--- config.mk ---
export PLATFORM = sky130hd
export DESIGN_NAME = system_tick_timer
export DESIGN_NICKNAME = d
export VERILOG_FILES = /design/src/stt_pkg.sv /design/src/stt_cfg_regs.sv /design/src/stt_in_stage.sv /design/src/stt_clock_core.sv /design/src/stt_out_stage.sv /design/src/system_tick_timer.sv
export VERILOG_INCLUDE_DIRS = /design/src /design/src/src
export SDC_FILE = /design/constraint.sdc
export NUM_CORES = 1
export LEC_CHECK = 0
export BUFFER_PORTS_ARGS = -buffer_cell sky130_fd_sc_hd__buf_2
export CORE_MARGIN = 2
export CORE_UTILIZATION = 59
export DETAILED_ROUTE_END_ITERATION = 12
export PLACE_DENSITY = 0.84
export SLEW_MARGIN = 20
export SYNTH_ARGS = -nofsm -noshare
export SYNTH_HDL_FRONTEND = slang
export SYNTH_HIERARCHICAL = 1
export SYNTH_SLANG_ARGS = --single-unit
export TNS_END_PERCENT = 1
--- constraint.sdc ---
create_clock -name aclk -period 6.4 [get_ports aclk]
set_clock_uncertainty 0.1 [all_clocks]
set_input_delay 1.28 -clock aclk [delete_from_list [all_inputs] [get_ports aclk]]
set_output_delay 1.28 -clock aclk [all_outputs]
set_load 0.05 [all_outputs]
--- src/system_tick_timer_assert.svh ---
// Assertion macros used by the system tick timer top level.
`ifndef SYSTEM_TICK_TIMER_ASSERT_SVH
`define SYSTEM_TICK_TIMER_ASSERT_SVH

// Same-cycle implication, checked out of reset.
`define STT_ASSERT_NOW(label, clk, rstn, cond, conseq, msg) \
    label: assert property (@(posedge clk) disable iff (!(rstn)) (cond) |-> (conseq)) \
        else $error(msg);

// Next-cycle implication, checked out of reset.
`define STT_ASSERT_NEXT(label, clk, rstn, cond, conseq, msg) \
    label: assert property (@(posedge clk) disable iff (!(rstn)) (cond) |=> (conseq)) \
        else $error(msg);

`endif

--- src/stt_pkg.sv ---
// Types and constants of the system tick timer.
`default_nettype none
package stt_pkg;

    localparam logic [15:0] INTERVAL_RESET = 16'd128;
    localparam logic [3:0]  SHIFT_RESET    = 4'd7;

    typedef enum logic [1:0] {
        OP_TICK = 2'd0,
        OP_SET  = 2'd1,
        OP_READ = 2'd2
    } op_t;

    // Configuration register indexes
    localparam logic CFG_INTERVAL      = 1'b0;
    localparam logic CFG_SECONDS_SHIFT = 1'b1;

    typedef struct packed {
        logic [15:0] expiry_time;
        logic        expiry_pending;
        logic [15:0] set_timer;
        logic [15:0] set_ticks;
        logic [1:0]  operation;
    } item_t;

    typedef struct packed {
        logic [15:0] interval;
        logic [3:0]  seconds_shift;
    } cfg_t;

    // Packed so that tick_count lands in the lowest bits
    typedef struct packed {
        logic        poll_request;
        logic        tick_fired;
        logic [15:0] timer_value;
        logic [15:0] fine_time;
        logic [31:0] seconds_count;
        logic [15:0] tick_count;
    } result_t;

endpackage
`default_nettype wire

--- src/stt_cfg_regs.sv ---
// Configuration registers of the system tick timer.
`default_nettype none
module stt_cfg_regs
    import stt_pkg::*;
(
    input  wire logic        aclk,
    input  wire logic        aresetn,
    input  wire logic        cfg_valid,
    output logic             cfg_ready,
    input  wire logic        cfg_addr,
    input  wire logic [15:0] cfg_data,
    output cfg_t             cfg
);

    logic [15:0] interval_reg, interval_next;
    logic [3:0]  shift_reg, shift_next;

    assign cfg_ready = 1'b1;

    always_comb begin
        interval_next = interval_reg;
        shift_next    = shift_reg;
        if (cfg_valid) begin
            case (cfg_addr)
                CFG_INTERVAL:      interval_next = cfg_data;
                CFG_SECONDS_SHIFT: shift_next    = cfg_data[3:0];
                default:           ;
            endcase
        end
    end

    always_ff @(posedge aclk) begin
        if (!aresetn) begin
            interval_reg <= INTERVAL_RESET;
            shift_reg    <= SHIFT_RESET;
        end else begin
            interval_reg <= interval_next;
            shift_reg    <= shift_next;
        end
    end

    assign cfg.interval      = interval_reg;
    assign cfg.seconds_shift = shift_reg;

endmodule
`default_nettype wire

--- src/stt_in_stage.sv ---
// Input register stage of the system tick timer.
`default_nettype none
module stt_in_stage
    import stt_pkg::*;
(
    input  wire logic        aclk,
    input  wire logic        aresetn,
    input  wire logic        s_tvalid,
    output logic             s_tready,
    input  wire logic [1:0]  s_tuser,
    input  wire logic [55:0] s_tdata,
    input  wire logic        fire,
    output logic             item_valid,
    output item_t            item
);

    logic  valid_reg, valid_next;
    item_t item_reg, item_next;
    logic  take;

    // Refill in the same cycle the held beat moves on
    assign s_tready = !valid_reg || fire;
    assign take     = s_tvalid && s_tready;

    always_comb begin
        valid_next = valid_reg;
        item_next  = item_reg;
        if (take) begin
            valid_next               = 1'b1;
            item_next.operation      = s_tuser;
            item_next.set_ticks      = s_tdata[15:0];
            item_next.set_timer      = s_tdata[31:16];
            item_next.expiry_pending = s_tdata[32];
            item_next.expiry_time    = s_tdata[48:33];
        end else if (fire) begin
            valid_next = 1'b0;
        end
    end

    always_ff @(posedge aclk) begin
        if (!aresetn) begin
            valid_reg <= 1'b0;
        end else begin
            valid_reg <= valid_next;
        end
    end

    always_ff @(posedge aclk) begin
        item_reg <= item_next;
    end

    assign item_valid = valid_reg;
    assign item       = item_reg;

endmodule
`default_nettype wire

--- src/stt_clock_core.sv ---
// Timer, compare and tick/seconds state with the per-beat update logic.
`default_nettype none
module stt_clock_core
    import stt_pkg::*;
#(
    parameter int TICK_WIDTH = 16
) (
    input  wire logic aclk,
    input  wire logic aresetn,
    input  wire logic fire,
    input  item_t     item,
    input  cfg_t      cfg,
    output result_t   result
);

    logic [15:0]           timer_reg, timer_next;
    logic [15:0]           compare_reg, compare_next;
    logic [TICK_WIDTH-1:0] ticks_reg, ticks_next;
    logic [31:0]           seconds_reg, seconds_next;
    logic [15:0]           capture_reg, capture_next;

    logic [15:0]           timer_inc;
    logic [TICK_WIDTH-1:0] ticks_inc;
    logic [TICK_WIDTH-1:0] smask;
    logic [TICK_WIDTH-1:0] expiry_diff;
    logic [TICK_WIDTH+15:0] set_ticks_ext;
    logic [TICK_WIDTH+15:0] expiry_ext;
    logic [TICK_WIDTH+15:0] ticks_out_ext;
    logic                  fired;
    logic                  poll;

    assign timer_inc     = timer_reg + 16'd1;
    assign ticks_inc     = ticks_reg + {{(TICK_WIDTH-1){1'b0}}, 1'b1};
    assign set_ticks_ext = {{TICK_WIDTH{1'b0}}, item.set_ticks};
    assign expiry_ext    = {{TICK_WIDTH{1'b0}}, item.expiry_time};
    // expiry - ticks_inc - 1 modulo the tick range; the top bit set means due or past
    assign expiry_diff   = expiry_ext[TICK_WIDTH-1:0] + ~ticks_inc;

    always_comb begin
        for (int i = 0; i < TICK_WIDTH; i++) begin
            smask[i] = (i < int'(cfg.seconds_shift));
        end
    end

    always_comb begin
        timer_next   = timer_reg;
        compare_next = compare_reg;
        ticks_next   = ticks_reg;
        seconds_next = seconds_reg;
        capture_next = capture_reg;
        fired        = 1'b0;
        poll         = 1'b0;
        case (item.operation)
            OP_TICK: begin
                timer_next = timer_inc;
                if (timer_inc == compare_reg) begin
                    compare_next = compare_reg + cfg.interval;
                    ticks_next   = ticks_inc;
                    if ((ticks_inc & smask) == '0) begin
                        seconds_next = seconds_reg + 32'd1;
                    end
                    capture_next = timer_inc;
                    fired        = 1'b1;
                    poll         = item.expiry_pending && expiry_diff[TICK_WIDTH-1];
                end
            end
            OP_SET: begin
                timer_next   = item.set_timer;
                compare_next = item.set_timer + cfg.interval;
                ticks_next   = set_ticks_ext[TICK_WIDTH-1:0];
            end
            default: ;
        endcase
    end

    always_ff @(posedge aclk) begin
        if (!aresetn) begin
            timer_reg   <= '0;
            compare_reg <= INTERVAL_RESET;
            ticks_reg   <= '0;
            seconds_reg <= '0;
            capture_reg <= '0;
        end else if (fire) begin
            timer_reg   <= timer_next;
            compare_reg <= compare_next;
            ticks_reg   <= ticks_next;
            seconds_reg <= seconds_next;
            capture_reg <= capture_next;
        end
    end

    assign ticks_out_ext = {16'd0, ticks_next};

    assign result.tick_count    = ticks_out_ext[15:0];
    assign result.seconds_count = seconds_next;
    assign result.fine_time     = timer_next - capture_next;
    assign result.timer_value   = timer_next;
    assign result.tick_fired    = fired;
    assign result.poll_request  = poll;

endmodule
`default_nettype wire

--- src/stt_out_stage.sv ---
// Result register stage of the system tick timer.
`default_nettype none
module stt_out_stage
    import stt_pkg::*;
(
    input  wire logic        aclk,
    input  wire logic        aresetn,
    input  wire logic        load,
    input  result_t          result,
    output logic             out_free,
    output logic             m_tvalid,
    input  wire logic        m_tready,
    output logic [87:0]      m_tdata
);

    logic    valid_reg, valid_next;
    result_t data_reg, data_next;

    assign out_free = !valid_reg || m_tready;

    always_comb begin
        valid_next = valid_reg;
        data_next  = data_reg;
        if (load) begin
            valid_next = 1'b1;
            data_next  = result;
        end else if (m_tready) begin
            valid_next = 1'b0;
        end
    end

    always_ff @(posedge aclk) begin
        if (!aresetn) begin
            valid_reg <= 1'b0;
        end else begin
            valid_reg <= valid_next;
        end
    end

    always_ff @(posedge aclk) begin
        data_reg <= data_next;
    end

    assign m_tvalid = valid_reg;
    assign m_tdata  = {6'd0, data_reg};

endmodule
`default_nettype wire

--- src/system_tick_timer.sv ---
// Top level of the compare-match system tick timer.
//
//  channel | dir | handshake           | payload
//  s_      | in  | s_tvalid/s_tready   | s_tuser operation, s_tdata operands
//  m_      | out | m_tvalid/m_tready   | m_tdata clock readout
//  cfg_    | in  | cfg_valid/cfg_ready | cfg_addr register index, cfg_data value
//
// One beat per cycle sustained while the m_ side accepts; an input beat passes the input
// register, then the timer update logic into the result register.
// aresetn is synchronous: timer, ticks, seconds and capture clear, compare loads 128,
// interval 128, seconds shift 7. A stalled m_ side holds the result and the
// input register; one further input beat is taken while the result waits.
// cfg_ready is always high.
`default_nettype none
`include "system_tick_timer_assert.svh"
module system_tick_timer
    import stt_pkg::*;
#(
    parameter int TICK_WIDTH = 16
) (
    input  wire logic        aclk,
    input  wire logic        aresetn,
    input  wire logic        s_tvalid,
    output logic             s_tready,
    // [1:0] operation
    input  wire logic [1:0]  s_tuser,
    // [15:0] set_ticks, [31:16] set_timer, [32] expiry_pending, [48:33] expiry_time
    input  wire logic [55:0] s_tdata,
    output logic             m_tvalid,
    input  wire logic        m_tready,
    // [15:0] tick_count, [47:16] seconds_count, [63:48] fine_time,
    // [79:64] timer_value, [80] tick_fired, [81] poll_request
    output logic [87:0]      m_tdata,
    input  wire logic        cfg_valid,
    output logic             cfg_ready,
    input  wire logic        cfg_addr,
    input  wire logic [15:0] cfg_data
);

    cfg_t    cfg;
    item_t   item;
    result_t result;
    logic    item_valid;
    logic    out_free;
    logic    fire;

    assign fire = item_valid && out_free;

    stt_cfg_regs u_cfg (
        .aclk      (aclk),
        .aresetn   (aresetn),
        .cfg_valid (cfg_valid),
        .cfg_ready (cfg_ready),
        .cfg_addr  (cfg_addr),
        .cfg_data  (cfg_data),
        .cfg       (cfg)
    );

    stt_in_stage u_in (
        .aclk       (aclk),
        .aresetn    (aresetn),
        .s_tvalid   (s_tvalid),
        .s_tready   (s_tready),
        .s_tuser    (s_tuser),
        .s_tdata    (s_tdata),
        .fire       (fire),
        .item_valid (item_valid),
        .item       (item)
    );

    stt_clock_core #(
        .TICK_WIDTH (TICK_WIDTH)
    ) u_core (
        .aclk    (aclk),
        .aresetn (aresetn),
        .fire    (fire),
        .item    (item),
        .cfg     (cfg),
        .result  (result)
    );

    stt_out_stage u_out (
        .aclk     (aclk),
        .aresetn  (aresetn),
        .load     (fire),
        .result   (result),
        .out_free (out_free),
        .m_tvalid (m_tvalid),
        .m_tready (m_tready),
        .m_tdata  (m_tdata)
    );

    // Poll is only evaluated on a compare match
    `STT_ASSERT_NOW(a_poll_needs_fire, aclk, aresetn, m_tvalid && m_tdata[81], m_tdata[80], "poll_request without tick_fired")
    // A match captures the timer, so fine time restarts at zero
    `STT_ASSERT_NOW(a_fire_fine_zero, aclk, aresetn, m_tvalid && m_tdata[80], m_tdata[63:48] == 16'd0, "fine_time not zero on tick")
    // Input side only stalls while the input register holds a beat
    `STT_ASSERT_NOW(a_stall_only_full, aclk, aresetn, !s_tready, item_valid, "s_tready low with empty input register")
    // A beat moved into the result register is presented next cycle
    `STT_ASSERT_NEXT(a_fire_shows, aclk, aresetn, fire, m_tvalid, "result lost after transfer")

endmodule
`default_nettype wire
# After elaboration in Yosys (flattened, before gate mapping)
# Index checks and enable logic that the tools add are counted.
[totals] regBits=251 output_inout_bits=91 word_cells=79
[classes] n_addsub=7 reduce_logical=16 n_bitwise=3 eq_ne=3 order_cmp=15 mux=15
[ops] operator="$mux 32" count=3
[ops] operator="$pmux 16 s2" count=3
[ops] operator="$mux 16" count=4
[ops] operator="$add 16x16->16" count=3
[ops] operator="$add 16x1->16 const B" count=2
[ops] operator="$add 32x1->32 const B" count=1
[ops] operator="$lt 4x4->1 const A" count=7
[ops] operator="$and 16x15->16" count=1
[ops] operator="$eq 16x16->1" count=1
[ops] operator="$logic_not 16->1" count=1
[ops] operator="$lt 3x4->1 const A" count=4
[ops] operator="$not 16->16" count=1
[ops] operator="$sub 16x16->16" count=1
[ops] operator="$lt 1x4->1 const A" count=2
[ops] operator="$lt 2x4->1 const A" count=2
[ops] operator="$reduce_and 2->1" count=3
[ops] operator="$reduce_bool 2->1" count=3
[ops] operator="$mux 1" count=5
[ops] operator="$logic_and 1x1->1" count=3
[ops] operator="$reduce_and 3->1" count=1
[ops] operator="$eq 2x1->1 const B" count=1
[ops] operator="$logic_not 1->1" count=2
[ops] operator="$logic_not 2->1" count=1
[ops] operator="$logic_or 1x1->1" count=2
[ops] operator="2 further kinds" count=2

# Depth between registers and ports, before layout
[depth] depth_word=6 ltp_mapped=23 depth_no_buf=20

# Hierarchy
# Netlist, hierarchy kept.
[modules_own_cells] mod="stt_clock_core" area_each_um2=8712.1 instances=1 cells_each=1224 seq_area_each_um2=1921.8
[modules_own_cells] mod="stt_out_stage" area_each_um2=2560.0 instances=1 cells_each=93 seq_area_each_um2=2482.4
[modules_own_cells] mod="stt_in_stage" area_each_um2=1589.0 instances=1 cells_each=56 seq_area_each_um2=1551.5
[modules_own_cells] mod="stt_cfg_regs" area_each_um2=829.5 instances=1 cells_each=89 seq_area_each_um2=400.4
[modules_own_cells] mod="system_tick_timer" area_each_um2=6.3 instances=1 cells_each=1 seq_area_each_um2=0.0

# Least setup slack after synthesis
# OpenSTA, ideal clock, no wires.
[synth_timing] path_kind="register to register" from="register u_core.timer_reg[1]" to="register u_out.data_reg (netlist bit u_out/m_tdata[62]) (data pin)" required_ns=6.042 path_stages_with_launch=23 synth_period_minus_slack_ns=5.433 path_slack_ns=0.967 n_path_buf=2 setup_ns=0.258 arrival_ns=5.075 cell_sequence="dfxtp_1 -> ha_1 -> clkbuf_1 -> nand3_1 -> or3b_2 -> xnor2_1 -> a2111oi_0 -> nand4b_1 -> nor4_4 -> buf_6 -> mux2i_1 -> ha_1 -> inv_1 -> fa_1 -> a21o_1 -> a21oi_1 -> o21bai_1 -> a211o_1 -> a31oi_1 -> a21oi_1 -> a21o_1 -> a21oi_1 -> xnor2_1"
[synth_rtl] element="from (decl)" line="stt_clock_core.sv:16" rtl="logic [15:0] timer_reg, timer_next;"
[synth_rtl] element="from (signal assigned)" line="stt_clock_core.sv:84" rtl="timer_reg <= timer_next;"
[synth_rtl] element="to (signal assigned)" line="stt_out_stage.sv:41" rtl="data_reg <= data_next;"
[synth_rtl] element="to (decl)" line="stt_out_stage.sv:17" rtl="result_t data_reg, data_next;"

==> report_table.html <==
<table>
<tr><th>Metric</th><th>Value</th></tr>
<tr><th colspan="2">Run status</th></tr>
<tr><td>Outcome</td><td>complete, no violations</td></tr>
<tr><th colspan="2">Power</th></tr>
<tr><td>Maximum VDD drop</td><td>0.208 mV</td></tr>
<tr><td>Power spent charging and discharging nets</td><td>about 0.0011 W</td></tr>
<tr><td>Leakage Power</td><td>about 6.0 nW</td></tr>
<tr><td>Gate power share</td><td>between 10% and 20%</td></tr>
<tr><td>Cell Int Power</td><td>roughly 0.0028 W</td></tr>
<tr><td>Pwr/cell area</td><td>253 nW/um^2</td></tr>
<tr><td>Sequential share of power</td><td>a little under half</td></tr>
<tr><td>Overall power</td><td>around 0.0039 W</td></tr>
<tr><td>Share of total power consumed by net switching</td><td>around 27%</td></tr>
<tr><td>Clk pwr share</td><td>37.6%</td></tr>
<tr><th colspan="2">Synthesis</th></tr>
<tr><td>Synthesized area per cell</td><td>approximately 9.4 sq um</td></tr>
<tr><td>Total of warnings raised by yosys</td><td>6</td></tr>
<tr><td>Yosys reg bits</td><td>approximately 250</td></tr>
<tr><td>Cells after Synth</td><td>about 1500</td></tr>
<tr><td>Count of flip-flops with a built-in enable after synthesis</td><td>approximately 130</td></tr>
<tr><td>Sequential area share after synthesis</td><td>between 40% and 50%</td></tr>
<tr><td>Post-Syn Area</td><td>around 14000 sq um</td></tr>
<tr><td>Async set-reset flop share out of synthesis</td><td>0%</td></tr>
<tr><td>Post-synthesis cell type count</td><td>slightly above 80</td></tr>
<tr><td>Prevailing post-synth register cell</td><td>sky130_fd_sc_hd__edfxtp_1</td></tr>
<tr><th colspan="2">Floorplan</th></tr>
<tr><td>Number of cell rows</td><td>55</td></tr>
<tr><td>Die span in y</td><td>approximately 160 um</td></tr>
<tr><td>Area of the core</td><td>22700 sq um</td></tr>
<tr><td>Starting Density</td><td>about three fifths</td></tr>
<tr><td>Area enclosed by the die boundary</td><td>between 20000 and 25000 sq um</td></tr>
<tr><td>Width of the die</td><td>approximately 160 um</td></tr>
<tr><td>Count of pins on the block boundary</td><td>171</td></tr>
<tr><th colspan="2">STA</th></tr>
<tr><td>RSZ-0062 raised after global routing</td><td>no</td></tr>
<tr><td>Clock period minus worst slack</td><td>5880 ps</td></tr>
<tr><td>Max-slew violation total from the final report</td><td>0</td></tr>
<tr><td>Final TNS setup</td><td>0 ps</td></tr>
<tr><td>Final hold violations</td><td>0</td></tr>
<tr><td>Max-slew headroom</td><td>a little over a third</td></tr>
<tr><td>Maximum clock rate</td><td>roughly 170 MHz</td></tr>
<tr><td>Number of failing setup endpoints in the final timing report</td><td>0</td></tr>
<tr><td>Portion of the clock cycle consumed by the worst path in the final layout</td><td>91.9%</td></tr>
<tr><td>Slew at the pin with the worst max-slew slack</td><td>around 980 ps</td></tr>
<tr><th colspan="2">Clocking</th></tr>
<tr><td>Level count of the clock H-tree</td><td>1</td></tr>
<tr><td>CTS tree</td><td>done</td></tr>
<tr><td>Maximum buffer depth of the clock tree</td><td>3</td></tr>
<tr><td>Post-CTS setup-driven buffer insertion count</td><td>0</td></tr>
<tr><td>Number of buffers added by the clock tree synthesis step</td><td>26</td></tr>
<tr><td>Later-pin clock latency in the skew report</td><td>about 530 ps</td></tr>
<tr><td>Root Buffer Master</td><td>sky130_fd_sc_hd__clkbuf_16</td></tr>
<tr><td>Number of buffers added to fix hold violations after cts</td><td>0</td></tr>
<tr><td>Sinks on Clock Net</td><td>roughly 250</td></tr>
<tr><td>Post-cts resize count</td><td>0</td></tr>
<tr><td>Clock transition at path regs</td><td>60 ps</td></tr>
<tr><th colspan="2">Place</th></tr>
<tr><td>HPWL reported at the end of detailed placement</td><td>around 24000 um</td></tr>
<tr><td>Post-DP Area</td><td>14600 sq um</td></tr>
<tr><td>Final Wtd Congestion</td><td>a little over 0.9</td></tr>
<tr><td>PortBufs</td><td>156</td></tr>
<tr><td>Cell count after placement</td><td>between 1500 and 2000</td></tr>
<tr><th colspan="2">GRT</th></tr>
<tr><td>Vias in the first global route</td><td>roughly 11000</td></tr>
<tr><td>Initial antenna violation count</td><td>0</td></tr>
<tr><td>Wire length of the first global-routing pass</td><td>between 50000 and 60000 um</td></tr>
<tr><td>Largest net degree at the start of global routing</td><td>just over 80</td></tr>
<tr><td>Total Routing Usage GR</td><td>~28%</td></tr>
<tr><td>Aggregate global routing overflow</td><td>0</td></tr>
<tr><th colspan="2">Routing</th></tr>
<tr><td>Average wire per cell in the routed design</td><td>18.0 um</td></tr>
<tr><td>1st-iter DRT viols</td><td>about 1000</td></tr>
<tr><td>Vias after detailed routing</td><td>11400</td></tr>
<tr><td>DRC violations left</td><td>0</td></tr>
<tr><td>Number of nets with antenna violations after detailed routing</td><td>0</td></tr>
<tr><td>First-pass detailed-route iteration total</td><td>6</td></tr>
<tr><td>Via count normalized by instance count</td><td>6.03</td></tr>
<tr><td>Final WL</td><td>between 30000 and 40000 um</td></tr>
<tr><th colspan="2">Critical path</th></tr>
<tr><td>Dominant cell type by count on the critical path</td><td>sky130_fd_sc_hd__a21oi_1</td></tr>
<tr><td>Combined buffer and inverter count along the critical path</td><td>1</td></tr>
<tr><td>Required time of the critical path</td><td>about 6600 ps</td></tr>
<tr><td>Peak per-stage delay on the critical path</td><td>550 ps</td></tr>
<tr><td>Critical path's top delay family</td><td>compound AO/OA/AOI/OAI gates</td></tr>
<tr><td>Worst Setup Path Type</td><td>flop to flop</td></tr>
<tr><td>Critical path launch point type</td><td>flop</td></tr>
<tr><td>Data arrival time at the worst-slack endpoint</td><td>6070 ps</td></tr>
<tr><td>CP endpoint kind</td><td>flop</td></tr>
<tr><td>CP Cell Sequence</td><td>ha_1, nand3_1, or3b_2, xnor2_1, a2111oi_0, nand4b_1, nor4_4, mux2i_1, ha_1, inv_1, fa_1, a21o_1, a21oi_1, o21bai_1, a211o_1, a31oi_1, a21oi_1, a21o_1, a21oi_1, xnor2_1</td></tr>
<tr><td>Cell with the biggest individual delay on the critical path</td><td>sky130_fd_sc_hd__or3b_2</td></tr>
<tr><td>Top fanout value on the critical path</td><td>8</td></tr>
<tr><th colspan="2">Final layout</th></tr>
<tr><td>Util after Layout</td><td>between 60% and 70%</td></tr>
<tr><td>Most frequent cells in the layout</td><td>192 x sky130_fd_sc_hd__nand2_1, 156 x sky130_fd_sc_hd__buf_2, 133 x sky130_fd_sc_hd__edfxtp_1</td></tr>
<tr><td>Fraction of layout instances using a drive strength above 1</td><td>between 10% and 20%</td></tr>
<tr><td>Most common cell after layout, fill and taps aside</td><td>sky130_fd_sc_hd__nand2_1</td></tr>
<tr><td>Post-layout net count</td><td>around 1700</td></tr>
<tr><td>Area overhead of the layout relative to synthesis</td><td>12.3%</td></tr>
<tr><td>Number of flip-flops under the largest register name</td><td>slightly above 80</td></tr>
<tr><td>Number of fill cells</td><td>between 1500 and 2000</td></tr>
<tr><td>Area of all placed cells without fillers</td><td>approximately 15000 sq um</td></tr>
<tr><td>Filler-free cell count of the finished design</td><td>~1900</td></tr>
<tr><td>Number of antenna cells inserted</td><td>0</td></tr>
<tr><th colspan="2">Worst hold path</th></tr>
<tr><td>Worst hold path type</td><td>flop to flop</td></tr>
<tr><th colspan="2">Job</th></tr>
<tr><td>Count of max-cap constraint violations</td><td>0</td></tr>
</table>
## worst reg2reg max path: cells and delay by family, from the launching register on
family / cells / cell delay (ps)
buffers and inverters: 1 / 60
and+or+nand+nor: 4 / 1420
xor gates and xnor gates: 2 / 260
adders and majority gates: 3 / 870
DFF: 1 / 490
AOI/OAI and AO/OA: 9 / 2130
muxes: 1 / 310
## per-layer routing
| layer | vias to the layer above | track usage [%] | routed length [um] |
|---|---|---|---|
| li1 | 5461 | - | - |
| met5 | - | 0 | 0 |
| met3 | 86 | 3.93 | 2660 |
| met1 | 5292 | 38.1 | 14400 |
| met4 | 0 | 9.70 | 1130 |
| met2 | 541 | 44.5 | 15800 |
## metrics by stage
| step | hold WS [ps] | worst slack, ps |
|---|---|---|
| after floorplan | 339 | 967 |
| after global placement | 351 | 699 |
| after detailed placement | 359 | 562 |
| after CTS | 372 | 509 |
| after global routing | 397 | 70.5 |
| final | 367 | 517 |
## cell usage after synthesis (all sizes together) (8+ instances only)
cell / count / share of area, %
nand2: 192 / 5.3
edfxtp: 133 / 29
nor2: 122 / 3.3
dfxtp: 118 / 17
o21ai: 99 / 3.6
a21oi: 95 / 3.5
xnor2: 54 / 3.5
clkbuf: 53 / 1.5
nand3: 53 / 1.9
xor2: 50 / 3.2
mux2i: 49 / 3.6
inv: 48 / 1.3
ha: 47 / 4.3
buf: 41 / 2.0
or3: 28 / 1.3
nor3: 27 / 1.1
o31ai: 23 / 1.3
and2: 22 / 1.0
a22oi: 19 / 1.0
and3: 14 / 0.64
nand4: 14 / 0.69
a31oi: 12 / 0.55
a21o: 10 / 0.55
a211oi: 9 / 0.53
nand2b: 9 / 0.52
or2: 9 / 0.41
or4: 9 / 0.52
nor2b: 8 / 0.42
o211ai: 8 / 0.44
## cells by family after synthesis
group	Yosys count	share of synthesized area, %
buffers and inverters	145	4.88
XOR/XNOR	104	6.71
multiplexers	50	3.66
flip-flops	251	46.4
AND/OR/NAND/NOR	527	18.5
AO/OA/AOI/OAI	335	15.3
adder cells (fa/ha/maj)	49	4.59
other	2	0.0548
## path summary, 6_finish.rpt
check	start	endpoint	slack [ps]	cells after the start
setup reg to reg	u_core/timer_reg[1]$_SDFFE_PN0P_	u_out/m_tdata[62]$_DFFE_PP_	520	20
hold / removal	u_cfg/interval_reg[9]$_SDFFE_PN0P_	u_cfg/interval_reg[9]$_SDFFE_PN0P_	370	2
hold reg to reg	u_cfg/interval_reg[9]$_SDFFE_PN0P_	u_cfg/interval_reg[9]$_SDFFE_PN0P_	370	2
setup / recovery	u_core/timer_reg[1]$_SDFFE_PN0P_	u_out/m_tdata[62]$_DFFE_PP_	520	20
## power by group through the flow
stage          Clock (W)  Sequential, W  Combinational, W
2_1_floorplan          0        0.00199          0.000318
5_1_grt          0.00155        0.00185          0.000642
6_report         0.00146        0.00184          0.000593
3_5_place_dp           0        0.00187          0.000585
3_3_place_gp           0        0.00187          0.000571
4_1_cts          0.00149        0.00184          0.000589
## final cells by class
type                            count  area (sq um)  area share, %
Tap cell                          285           357           2.32
Clock inverter                      7          60.1          0.390
Sequential cell                   251          6360           41.3
Timing Repair Buffer              179           953           6.20
Clock buffer                       41           768           4.99
Inverter                           51           191           1.24
Multi-Input combinational cell   1072          6700           43.6
Note: power is estimated with default switching activity, not from simulation.
